--- config.mk ---
export PLATFORM = sky130hd
export DESIGN_NAME = usb_control_endpoint_zero_unit_flat
export DESIGN_NICKNAME = d
export VERILOG_FILES = /design/src/uce_pkg.sv /design/src/uce_token_if.sv /design/src/uce_result_if.sv /design/src/usb_control_endpoint_zero_unit.sv /design/src/uce_engine.sv /design/src/flat_wrapper.sv
export SDC_FILE = /design/constraint.sdc
export NUM_CORES = 1
export LEC_CHECK = 0
export BUFFER_PORTS_ARGS = -buffer_cell sky130_fd_sc_hd__buf_2
export CAP_MARGIN = 25
export CORE_MARGIN = 8
export CORE_UTILIZATION = 50
export CTS_CLUSTER_DIAMETER = 200
export CTS_CLUSTER_SIZE = 8
export DETAILED_ROUTE_END_ITERATION = 6
export GPL_ROUTABILITY_DRIVEN = 0
export PLACE_DENSITY = 0.71
export SYNTH_ARGS = -nofsm -noshare
export SYNTH_HDL_FRONTEND = slang
export SYNTH_SLANG_ARGS = --single-unit
--- constraint.sdc ---
create_clock -name clk -period 11.5 [get_ports clk]
set_clock_uncertainty 0.2 [all_clocks]
set_input_delay 3.45 -clock clk [delete_from_list [all_inputs] [get_ports clk]]
set_output_delay 3.45 -clock clk [all_outputs]
set_load 0.005 [all_outputs]
--- src/uce_pkg.sv ---
// ----------------------------------------------------------------------------
// uce_pkg
// Shared types and constants of the endpoint-zero control engine.
// ----------------------------------------------------------------------------
package uce_pkg;

  localparam int BUF_BYTES = 64;
  localparam int IFACES_DEF = 8;
  localparam int CFG_IDX_W = 2;

  localparam logic [2:0] CMD_SETUP = 3'd0;
  localparam logic [2:0] CMD_IN = 3'd1;
  localparam logic [2:0] CMD_OUT = 3'd2;
  localparam logic [2:0] CMD_BUS_RESET = 3'd3;

  localparam logic [1:0] RES_OK = 2'd0;
  localparam logic [1:0] RES_STALL = 2'd1;
  localparam logic [1:0] RES_NODEV = 2'd2;
  localparam logic [1:0] RES_BABBLE = 2'd3;

  localparam logic [1:0] DEV_DEFAULT = 2'd0;
  localparam logic [1:0] DEV_ADDRESSED = 2'd1;
  localparam logic [1:0] DEV_CONFIGURED = 2'd2;

  localparam logic [1:0] PH_SETUP = 2'd0;
  localparam logic [1:0] PH_DATA = 2'd1;
  localparam logic [1:0] PH_STATUS = 2'd2;

  localparam logic [15:0] REQ_SET_ADDRESS = 16'h0005;
  localparam logic [15:0] REQ_GET_STATUS = 16'h8000;
  localparam logic [15:0] REQ_GET_CONFIG = 16'h8008;
  localparam logic [15:0] REQ_SET_CONFIG = 16'h0009;
  localparam logic [15:0] REQ_GET_IFACE = 16'h810A;
  localparam logic [15:0] REQ_SET_IFACE = 16'h010B;
  localparam logic [15:0] REQ_SET_ISOCH_DELAY = 16'h0031;

  typedef enum logic [CFG_IDX_W-1:0] {
    CFG_VALUE = 2'd0,
    CFG_ATTRIBUTES = 2'd1,
    CFG_IFACE_COUNT = 2'd2,
    CFG_MAX_ALT = 2'd3
  } cfg_reg_t;

  typedef struct packed {
    logic [7:0] value;
    logic [7:0] attributes;
    logic [3:0] iface_count;
    logic [7:0] max_alt;
  } cfg_t;

  typedef struct packed {
    logic [2:0]  command;
    logic [6:0]  dev_addr;
    logic [3:0]  ep_number;
    logic [3:0]  byte_count;
    logic [63:0] payload;
  } token_t;

  typedef struct packed {
    logic [1:0]  result_code;
    logic [63:0] read_data;
    logic [3:0]  read_length;
  } result_t;

  typedef struct packed {
    logic [1:0]  dev_state;
    logic [6:0]  dev_address;
    logic        halted;
    logic [1:0]  phase;
    logic [15:0] req_word;
    logic [15:0] value_word;
    logic [15:0] index_word;
    logic [15:0] req_len;
    logic [15:0] stage_pos;
    logic        cfg_sel;
    logic [7:0]  buf0;
    logic [7:0]  buf1;
  } state_t;

  typedef struct packed {
    logic       we;
    logic       clr;
    logic [7:0] data;
  } alt_ctl_t;

endpackage

--- src/uce_token_if.sv ---
// ----------------------------------------------------------------------------
// uce_token_if
// Token channel: valid/ready handshake with one token per transaction.
// ----------------------------------------------------------------------------
interface uce_token_if;
  logic        valid;
  logic        ready;
  logic [2:0]  command;
  logic [6:0]  dev_addr;
  logic [3:0]  ep_number;
  logic [3:0]  byte_count;
  logic [63:0] payload;

  modport source (output valid, command, dev_addr, ep_number, byte_count, payload,
                  input ready);
  modport sink (input valid, command, dev_addr, ep_number, byte_count, payload,
                output ready);
endinterface

--- src/uce_result_if.sv ---
// ----------------------------------------------------------------------------
// uce_result_if
// Result channel: valid/ready handshake with one result per transaction.
// ----------------------------------------------------------------------------
interface uce_result_if;
  logic        valid;
  logic        ready;
  logic [1:0]  result_code;
  logic [63:0] read_data;
  logic [3:0]  read_length;

  modport source (output valid, result_code, read_data, read_length, input ready);
  modport sink (input valid, result_code, read_data, read_length, output ready);
endinterface

--- src/usb_control_endpoint_zero_unit.sv ---
// ----------------------------------------------------------------------------
// usb_control_endpoint_zero_unit
// Endpoint-zero control transfer engine with standard request handling.
// A token is taken into the token register, decoded in a single pass, and its
// result taken into the result register when the result side can advance.
// Throughput: one token per cycle while results are taken. Synchronous reset
// clears the valid flags and returns the device and settings to their defaults.
// ----------------------------------------------------------------------------
module usb_control_endpoint_zero_unit #(
  parameter int IFACES = uce_pkg::IFACES_DEF
) (
  input  logic                       clk,
  input  logic                       rst,
  input  logic                       cfg_wr_en,
  input  logic [uce_pkg::CFG_IDX_W-1:0] cfg_index,
  input  logic [7:0]                 cfg_data,
  uce_token_if.sink                  token,
  uce_result_if.source               result
);
  import uce_pkg::*;

  localparam int IW = (IFACES > 1) ? $clog2(IFACES) : 1;

  cfg_t     cfg;
  state_t   st;
  state_t   st_next;
  token_t   tok;
  logic     tok_vld;
  result_t  res;
  result_t  res_next;
  logic     res_vld;
  logic     advance;
  logic     fire;
  alt_ctl_t alt_ctl;
  logic [IW-1:0] alt_idx;
  logic [7:0] alt [IFACES];

  assign advance = !res_vld || result.ready;
  assign fire = tok_vld && advance;
  assign token.ready = !tok_vld || advance;

  assign result.valid = res_vld;
  assign result.result_code = res.result_code;
  assign result.read_data = res.read_data;
  assign result.read_length = res.read_length;

  uce_engine #(.IFACES(IFACES), .IW(IW)) u_engine (
    .st      (st),
    .cfg     (cfg),
    .tok     (tok),
    .alt     (alt),
    .nxt     (st_next),
    .res     (res_next),
    .alt_ctl (alt_ctl),
    .alt_idx (alt_idx)
  );

  always_ff @(posedge clk) begin
    if (rst) begin
      cfg.value <= 8'd1;
      cfg.attributes <= 8'd128;
      cfg.iface_count <= 4'd1;
      cfg.max_alt <= 8'd0;
    end else if (cfg_wr_en) begin
      case (cfg_reg_t'(cfg_index))
        CFG_VALUE:       cfg.value <= cfg_data;
        CFG_ATTRIBUTES:  cfg.attributes <= cfg_data;
        CFG_IFACE_COUNT: cfg.iface_count <= cfg_data[3:0];
        CFG_MAX_ALT:     cfg.max_alt <= cfg_data;
        default: ;
      endcase
    end
  end

  always_ff @(posedge clk) begin
    if (token.valid && token.ready) begin
      tok.command <= token.command;
      tok.dev_addr <= token.dev_addr;
      tok.ep_number <= token.ep_number;
      tok.byte_count <= token.byte_count;
      tok.payload <= token.payload;
    end
    if (fire) begin
      res <= res_next;
    end
    if (rst) begin
      tok_vld <= 1'b0;
      res_vld <= 1'b0;
      st <= '0;
    end else begin
      if (token.ready) tok_vld <= token.valid;
      if (advance) res_vld <= tok_vld;
      if (fire) st <= st_next;
    end
  end

  always_ff @(posedge clk) begin
    if (rst) begin
      for (int i = 0; i < IFACES; i++) alt[i] <= '0;
    end else if (fire) begin
      if (alt_ctl.clr) begin
        for (int i = 0; i < IFACES; i++) alt[i] <= '0;
      end else if (alt_ctl.we) begin
        alt[alt_idx] <= alt_ctl.data;
      end
    end
  end

`ifndef SYNTHESIS
  a_state_hold: assert property (@(posedge clk) disable iff (rst)
    !fire |=> $stable(st)) else $error("state changed without a token");
  a_len_max: assert property (@(posedge clk) disable iff (rst)
    res_vld |-> result.read_length <= 4'd8) else $error("read length above eight");
  a_data_ok: assert property (@(posedge clk) disable iff (rst)
    res_vld && result.read_length != 4'd0 |-> result.result_code == RES_OK)
    else $error("data returned on a failed token");
  a_phase: assert property (@(posedge clk) disable iff (rst)
    st.phase == PH_SETUP || st.phase == PH_DATA || st.phase == PH_STATUS)
    else $error("illegal control phase");
`endif

endmodule

--- src/uce_engine.sv ---
// ----------------------------------------------------------------------------
// uce_engine
// Token decode, phase tracking and standard request execution for one token.
// ----------------------------------------------------------------------------
module uce_engine #(
  parameter int IFACES = uce_pkg::IFACES_DEF,
  parameter int IW = (IFACES > 1) ? $clog2(IFACES) : 1
) (
  input  uce_pkg::state_t   st,
  input  uce_pkg::cfg_t     cfg,
  input  uce_pkg::token_t   tok,
  input  logic [7:0]        alt [IFACES],
  output uce_pkg::state_t   nxt,
  output uce_pkg::result_t  res,
  output uce_pkg::alt_ctl_t alt_ctl,
  output logic [IW-1:0]     alt_idx
);
  import uce_pkg::*;

  logic        addressed;
  logic        checked;
  logic        run_rq;
  logic        setup_go;
  logic        is_in;
  logic        ix_ok;
  logic [3:0]  n0;
  logic [3:0]  n;
  logic [15:0] left;

  assign addressed = (st.dev_state == DEV_ADDRESSED) || (st.dev_state == DEV_CONFIGURED);
  assign is_in = (tok.command == CMD_IN);

  always_comb begin
    nxt = st;
    res = '0;
    res.result_code = RES_OK;
    alt_ctl = '0;
    checked = 1'b0;
    run_rq = 1'b0;
    setup_go = 1'b0;
    n0 = (tok.byte_count > 4'd8) ? 4'd8 : tok.byte_count;
    left = (st.stage_pos <= st.req_len) ? st.req_len - st.stage_pos : 16'd0;
    n = ({12'd0, n0} > left) ? left[3:0] : n0;

    if (tok.command == CMD_BUS_RESET) begin
      nxt.req_word = '0;
      nxt.phase = PH_SETUP;
      nxt.dev_state = DEV_DEFAULT;
    end else if (addressed && (tok.dev_addr != st.dev_address)) begin
      res.result_code = RES_NODEV;
    end else begin
      checked = 1'b1;
      if (tok.ep_number != 4'd0) begin
        if ((tok.command == CMD_IN || tok.command == CMD_OUT) && tok.byte_count == 4'd0) begin
          res.result_code = RES_OK;
        end else begin
          res.result_code = RES_STALL;
        end
      end else if (st.halted && tok.command != CMD_SETUP) begin
        res.result_code = RES_STALL;
      end else if (tok.command == CMD_SETUP) begin
        if (tok.byte_count != 4'd8) begin
          res.result_code = RES_STALL;
        end else begin
          nxt.halted = 1'b0;
          nxt.req_word = {tok.payload[7:0], tok.payload[15:8]};
          nxt.value_word = tok.payload[31:16];
          nxt.index_word = tok.payload[47:32];
          nxt.req_len = tok.payload[63:48];
          nxt.stage_pos = '0;
          if (tok.payload[63:48] > 16'(BUF_BYTES)) begin
            res.result_code = RES_BABBLE;
          end else begin
            nxt.buf0 = '0;
            nxt.buf1 = '0;
            setup_go = 1'b1;
            run_rq = tok.payload[7];
          end
        end
      end else if (tok.command == CMD_IN || tok.command == CMD_OUT) begin
        if (st.phase == PH_DATA) begin
          if (is_in != st.req_word[15]) begin
            res.result_code = RES_STALL;
          end else begin
            if (is_in) begin
              if (st.stage_pos == 16'd0) begin
                if (n >= 4'd1) res.read_data[7:0] = st.buf0;
                if (n >= 4'd2) res.read_data[15:8] = st.buf1;
              end else if (st.stage_pos == 16'd1 && n >= 4'd1) begin
                res.read_data[7:0] = st.buf1;
              end
              res.read_length = n;
            end
            nxt.stage_pos = st.stage_pos + {12'd0, n};
            if (nxt.stage_pos >= st.req_len) nxt.phase = PH_STATUS;
          end
        end else if (st.phase == PH_STATUS) begin
          run_rq = is_in && !st.req_word[15];
          nxt.phase = PH_SETUP;
        end
      end else begin
        res.result_code = RES_NODEV;
      end
    end

    ix_ok = (nxt.index_word < {12'd0, cfg.iface_count}) &&
            (nxt.index_word < 16'(IFACES));
    alt_idx = nxt.index_word[IW-1:0];

    if (run_rq) begin
      case (nxt.req_word)
        REQ_SET_ADDRESS: begin
          nxt.dev_address = nxt.value_word[6:0];
          nxt.dev_state = DEV_ADDRESSED;
        end
        REQ_GET_STATUS: begin
          if (nxt.value_word != 16'd0) begin
            res.result_code = RES_STALL;
          end else begin
            nxt.buf0 = {6'd0, nxt.cfg_sel & cfg.attributes[5], nxt.cfg_sel & cfg.attributes[6]};
            nxt.buf1 = '0;
          end
        end
        REQ_GET_CONFIG: begin
          nxt.buf0 = nxt.cfg_sel ? cfg.value : 8'd0;
        end
        REQ_SET_CONFIG: begin
          if (!addressed) begin
            res.result_code = RES_STALL;
          end else if (nxt.value_word[7:0] == 8'd0) begin
            nxt.cfg_sel = 1'b0;
            nxt.dev_state = DEV_ADDRESSED;
            alt_ctl.clr = 1'b1;
          end else if (nxt.value_word[7:0] == cfg.value) begin
            nxt.cfg_sel = 1'b1;
            nxt.dev_state = DEV_CONFIGURED;
            alt_ctl.clr = 1'b1;
          end else begin
            res.result_code = RES_STALL;
          end
        end
        REQ_GET_IFACE: begin
          if (st.dev_state != DEV_CONFIGURED || !st.cfg_sel || !ix_ok) begin
            res.result_code = RES_STALL;
          end else begin
            nxt.buf0 = alt[alt_idx];
          end
        end
        REQ_SET_IFACE: begin
          if (st.dev_state != DEV_CONFIGURED || !st.cfg_sel || !ix_ok ||
              nxt.value_word > {8'd0, cfg.max_alt}) begin
            res.result_code = RES_STALL;
          end else begin
            alt_ctl.we = 1'b1;
            alt_ctl.data = nxt.value_word[7:0];
          end
        end
        REQ_SET_ISOCH_DELAY: begin
          res.result_code = RES_OK;
        end
        default: begin
          res.result_code = RES_STALL;
        end
      endcase
    end

    if (setup_go && res.result_code == RES_OK) begin
      nxt.phase = (nxt.req_len != 16'd0) ? PH_DATA : PH_STATUS;
    end

    if (checked && res.result_code != RES_OK) begin
      nxt.phase = PH_SETUP;
      nxt.halted = 1'b1;
      res.read_data = '0;
      res.read_length = '0;
      alt_ctl = '0;
    end
  end

endmodule
--- src/flat_wrapper.sv ---
// flat-port wrapper written by rule: the top's interface ports become plain ports
module usb_control_endpoint_zero_unit_flat import uce_pkg::*;
#(
  parameter int IFACES = uce_pkg::IFACES_DEF
)
  (clk, rst, cfg_wr_en, cfg_index, cfg_data, token_valid, token_command, token_dev_addr, token_ep_number, token_byte_count, token_payload, token_ready, result_valid, result_result_code, result_read_data, result_read_length, result_ready);
  uce_token_if token_i ();
  uce_result_if result_i ();
  input  logic clk;
  input  logic rst;
  input  logic cfg_wr_en;
  input  logic [uce_pkg::CFG_IDX_W-1:0] cfg_index;
  input  logic [7:0] cfg_data;
  input wire logic [$bits(token_i.valid)-1:0] token_valid;
  input wire logic [$bits(token_i.command)-1:0] token_command;
  input wire logic [$bits(token_i.dev_addr)-1:0] token_dev_addr;
  input wire logic [$bits(token_i.ep_number)-1:0] token_ep_number;
  input wire logic [$bits(token_i.byte_count)-1:0] token_byte_count;
  input wire logic [$bits(token_i.payload)-1:0] token_payload;
  output wire logic [$bits(token_i.ready)-1:0] token_ready;
  output wire logic [$bits(result_i.valid)-1:0] result_valid;
  output wire logic [$bits(result_i.result_code)-1:0] result_result_code;
  output wire logic [$bits(result_i.read_data)-1:0] result_read_data;
  output wire logic [$bits(result_i.read_length)-1:0] result_read_length;
  input wire logic [$bits(result_i.ready)-1:0] result_ready;
  assign token_i.valid = token_valid;
  assign token_i.command = token_command;
  assign token_i.dev_addr = token_dev_addr;
  assign token_i.ep_number = token_ep_number;
  assign token_i.byte_count = token_byte_count;
  assign token_i.payload = token_payload;
  assign token_ready = token_i.ready;
  assign result_valid = result_i.valid;
  assign result_result_code = result_i.result_code;
  assign result_read_data = result_i.read_data;
  assign result_read_length = result_i.read_length;
  assign result_i.ready = result_ready;
  usb_control_endpoint_zero_unit #(.IFACES(IFACES)) u_core (.clk(clk), .rst(rst), .cfg_wr_en(cfg_wr_en), .cfg_index(cfg_index), .cfg_data(cfg_data), .token(token_i), .result(result_i));
endmodule
Word-level counts from Yosys, hierarchy flattened --
Cells that the tools add are included.
Word-level totals: flip-flop bits (word level) 354, input port bits 97, output and inout bits 72, word-level logic and storage cells 259
Cells by class: add/subtract/negate cells 2, order comparisons 12, eq/ne operators 36, mux-type cells 107, bitwise logic cells 12, reductions and logical operators 54
Operator list (number):
- $mux W64 | 4
- $mux W83 | 3
- $mux W16 | 14
- $mux W8 | 11
- $mux W80 | 1
- $bwmux W64 | 1
- $mux W2 | 27
- $eq A16 B16 Y1 const B | 3
- $mux W1 | 33
- $reduce_bool A16 Y1 | 2
- $bmux W8 S3 | 1
- $demux W8 S3 | 1
- $pmux W8 S3 | 1
- $mux W10 | 2
- $mux W18 | 1
- $reduce_and A9 Y1 | 2
- $add A16 B4 Y16 | 1
- $eq A16 B1 Y1 const B | 1
- $eq A16 B3 Y1 const B | 1
- $eq A16 B4 Y1 const B | 1
- $eq A16 B6 Y1 const B | 1
- $eq A16 B9 Y1 const B | 1
- $ge A16 B16 Y1 | 1
- $gt A16 B7 Y1 const B | 1
- other kinds (52) | 108

Logic depth before layout (Yosys ltp) --
word-level depth 29, depth in mapped cells 44, gate-level depth less buffers 44

By module --
Synthesis repeated with hierarchy kept, for this count alone.
Unflattened totals: cells, all modules 2160, area, all modules 19677.6 um^2
By module, submodules not included:
- usb_control_endpoint_zero_unit | times used 1, cells an instance 1070, area each 12787.3 um^2, seq. area each 8628.3 um^2
- uce_engine | times used 1, cells an instance 1090, area each 6890.4 um^2, seq. area each 0.0 um^2

Worst setup path after synthesis --
No wires, ideal clock.
kind reg2reg, start point register, netlist name u_core.st[33], end point register, netlist name u_core.st[98], setup time 0.075 ns, data arrival time 7.894 ns, required time 11.225 ns, slack 3.331 ns, cell stages (with the launch flop) 44, path buffers 0, clock period less this slack 8.169 ns, cell sequence dfxtp_1 inv_1 ha_1 inv_1 fa_1 a21o_1 a21oi_2 o21ai_1 and3_1 o211ai_1 nand2_1 o41ai_1 nor2_1 ha_1 nor2b_1 o21a_1 o21a_1 o21a_1 [... 8 more ...] inv_1 fa_1 nor2b_1 o21ai_0 nand2b_1 and3_1 and3_1 and3_1 and3_1 nand3_1 xnor2_1 ha_1 a21o_1 a2111oi_0 o41ai_1 a211oi_1 a31oi_1 o22ai_1
Between the ends: elaborated cells between the ends (all ways) 19, classes of those cells 2 x add/sub; 3 x order compare; 1 x eq/ne; 11 x mux; 2 x reduce/logical
RTL lines:
- $sub A16 B16 Y16 / $le A16 B16 Y1 (equally long branches) | RTL line uce_engine.sv:42 | left = (st.stage_pos <= st.req_len) ? st.req_len - st.stage_pos : 16'd0;
- $mux W16 * | RTL line uce_engine.sv:42
- $gt A4 B16 Y1 | RTL line uce_engine.sv:43 | n = ({12'd0, n0} > left) ? left[3:0] : n0;
- $mux W4 * | RTL line uce_engine.sv:43
- net u_core.u_engine.n[0] | RTL line uce_engine.sv:27 | logic [3:0] n;
- $add A16 B4 Y16 * | RTL line uce_engine.sv:94 | nxt.stage_pos = st.stage_pos + {12'd0, n};
- $ge A16 B16 Y1 * | RTL line uce_engine.sv:95 | if (nxt.stage_pos >= st.req_len) nxt.phase = PH_STATUS;
- $ne A5 B2 Y1 (no line) *
- $reduce_and A9 Y1 (no line) *
The timed path passes the listed nets; every way through them passes the cells marked *. The select of a mux whose other input is x is not followed. A chain may end at the register's enable or synchronous reset.

Worst setup path in the final report --
start point register, netlist name u_core.st[17], end point register, netlist name u_core.st[98]
Between the ends: word-level cells in the longest chain between the ends 8, elaborated cells between the ends (all ways) 9, classes of those cells 2 x add/sub; 3 x order compare; 1 x eq/ne; 2 x mux; 1 x reduce/logical
Ends and longest elaborated chain (RTL line):
- $sub A16 B16 Y16 / $le A16 B16 Y1 (equally long branches) | uce_engine.sv:42
- $mux W16 * | uce_engine.sv:42
- $gt A4 B16 Y1 | uce_engine.sv:43
- $mux W4 * | uce_engine.sv:43
- net u_core.u_engine.n[0] | uce_engine.sv:27
- $add A16 B4 Y16 * | uce_engine.sv:94
- $ge A16 B16 Y1 * | uce_engine.sv:95
- $ne A5 B2 Y1 (no line) *
- $reduce_and A9 Y1 (no line) *
The timed path passes the listed nets; every way through them passes the cells marked *.

==> results.md <==
* Crit Path Max Fanout at 19
* CP endpoint kind: flop
* Total grt overflow at 0
* CTS resizes at 0
* H-tree depth at 2
* Normalized max-slew margin at 34.0%
* Final setup TNS at 0 ns
* # diodes at 0
* IO Port Bufs at 120
* Detail Route Antenna Nets at 0
* Synth cell types at 86
* Worst-Skew Late Latency at 0.53 ns
* Height of the die at 191 um
* CTS Hold Buffers Added at 0
* # IOs at 169
* Ys flop type: dfxtp_1
* Fin nets at 1954
* Worst-path clk slew at 0.05 ns
* Initial antenna violation count at 0
* Final slew viol count at 0
* Area of the multi-input gates at 7380 um^2
* First-pass GRT wire length at 63400 um
* Largest net degree at the start of global routing at 83
* Max-Cap Viols at 0
* Die area at 36400 um^2
* RSZ-0062 raised after global routing: no
* Worst endpoint required time at 11.75 ns
* WL final at 39700 um
* Die Width at ~190 um
* Kind of critical path: flop to flop
* Post-synth EDFFs at 104
* Starting Density at 50.3%
* Critical Path Max Stage Delay at 0.81 ns
* Crit share post-route at 87.1%
* Filler cells at 2687
* Most frequent cells in the layout: nand2_1 (268), dfxtp_1 (197), a21oi_1 (171)
* Synthesized flop and latch total at between 300 and 400
* Post-Synthesis Cell Area at 15300 um^2
* Crit path time final at 10.01 ns
* Met3 global-route usage at 3.99%
* Vias in the first global route at approximately 12000
* Crit path DAT at 10.26 ns
* Final cell count without fillers at 2220
* Syn_area_per_cell at 9.02 um^2
* Num Clock Sinks at 301
* Post-layout util at 56.7%
* Clock Tree Root: clkbuf_16
* Pleak at approximately 6.4 nW
* Final count of hold timing violations at 0
* WHS at 0.251 ns
* Hold Path Class: flop to flop
* Fin area at 17200 um^2
* Peak Freq at 99.9 MHz
* Post-synthesis sequential area ratio at 46.3%
* Asr flop ratio synth at 0%
* Routing usage on met2 at between 30% and 40%
* TritonCTS Buffers at 43
* # rows at 64
* PwrDens at 139 nW/um^2
* GRT busiest layer: met2
* GRT met1 Usage at 28.6%
* Register area at 7070 um^2
* Status: completed
* Core ar. at 30300 um^2
* Synth warnings at 0
* Layout area overhead at 12.8%
* Crit-path most repeated cell: and3_1
* Initial DRC count at 1401
* Startpoint Class: flop
* DP Area at approximately 16000 um^2
* Worst-margin pin slew at 0.986 ns
* Total track usage at 21.3%
* Detailed Routing Iterations Pass 1 at 6
* Setup bufs post-CTS at 0
* CTS tree: done
* Vias per cell at around 5.8
* Vias at between 10000 and 15000
* Layout cells sized above 1 at 11.5%
* Placed cells at 2152
* # DRC at 0
* DP HPWL at 28500 um
* Commonest non-fill, non-tap cell in the layout: nand2_1
* CTS max path bufs at 3
* Synth Instances at 1693
* Worst VDD drop at between 0.1 and 0.15 mV
* Routed WL per cell at 17.9 um
* Slowest CP cell: dfxtp_1
* Setup-failing EPs final at 0
-- Yosys cell counts, types with 13 or more instances --
cell type  instances  area share [%]
nand2_1          268             6.6
dfxtp_1          197              26
a21oi_1          171             5.6
nor2_1           138             3.4
edfxtp_1         104              20
inv_1             95             2.3
clkbuf_1          56             1.4
ha_1              53             4.3
buf_4             51             2.5
mux2i_1           42             2.8
o21ai_0           42             1.4
a22oi_1           34             1.7
xnor2_1           34             2.0
nand3_1           33             1.1
nor3_1            27            0.89
a211oi_1          19            0.93
nand4_1           19            0.78
nor4_1            19            0.78
nor2b_1           18            0.74
a21o_1            17            0.84
and3_1            16            0.66
o22ai_1           14            0.57
and2_1            13            0.53
o21ai_1           13            0.43
-- final timing paths --
kind | from | to | depth (start not counted) | slack [ns]
worst max-delay path | u_core.st[17] | u_core.st[98] | 42 | 1.49
worst min-delay path | u_core.st[56] | u_core.st[56] | 2 | 0.25
worst max register to register | u_core.st[17] | u_core.st[98] | 42 | 1.49
worst min register to register | u_core.st[56] | u_core.st[56] | 2 | 0.25
-- sequential cells by signal, indices dropped and copies added (netlist names) --
name / cells
u_core.cfg: 22
u_core.result.read_data: 16
u_core.tok_vld: 1
u_core.st: 109
u_core.result.result_code: 2
u_core.alt: 64
u_core.result.read_length: 4
u_core.result.valid: 1
u_core.tok: 82
-- worst max-delay path: cells and delay by family (launching register included) --
family                     cells  cell delay [ns]
and+or+nand+nor               13             2.56
AOI/OAI and AO/OA             18             3.81
buffers and inverters          3             0.24
DFF                            1             0.81
adders and majority gates      6             1.80
muxes                          1             0.29
xor gates and xnor gates       1             0.22
-- report_power, final --
group / switching, mW / internal (mW)
clock: 0.439 / 0.708
combinational: 0.0636 / 0.0387
sequential: 0.0182 / 1.13
-- through the flow --
| stage | setup slack [ns] | power [mW] |
|---|---|---|
| floorplan | 3.33 | 1.24 |
| global placement | 2.12 | 1.27 |
| detailed placement | 1.63 | 1.27 |
| CTS | 1.52 | 2.41 |
| global route | 0.476 | 2.48 |
| finish | 1.49 | 2.40 |
-- final cells by class --
class / count / area share (%)
multi-input cells: 1229 / 42.8
clock inverters: 1 / 0.0291
well taps: 396 / 2.88
clock buffers: 66 / 7.00
repair buffers: 132 / 4.14
inverters: 95 / 2.07
flip-flops and latches: 301 / 41.0
-- metal layers --
metal  routed length [um]  share of wire [%]  vias up
met5                    0                  0        -
met2                18200                 46      564
met1                17200                 43     6135
met3                 3330                8.4       69
li1                     -                  -     6187
met4                  889                2.2        0
-- kinds of logic after synthesis --
kind of cell / share of synthesized area, %
AO/OA/AOI/OAI: 16.9
XOR/XNOR: 2.24
adder cells (fa/ha/maj): 4.61
buffers and inverters: 6.58
flip-flops: 46.3
multiplexers: 3.29
other: 0.0246
AND/OR/NAND/NOR: 20.1
(Power assumes the default switching activity.)
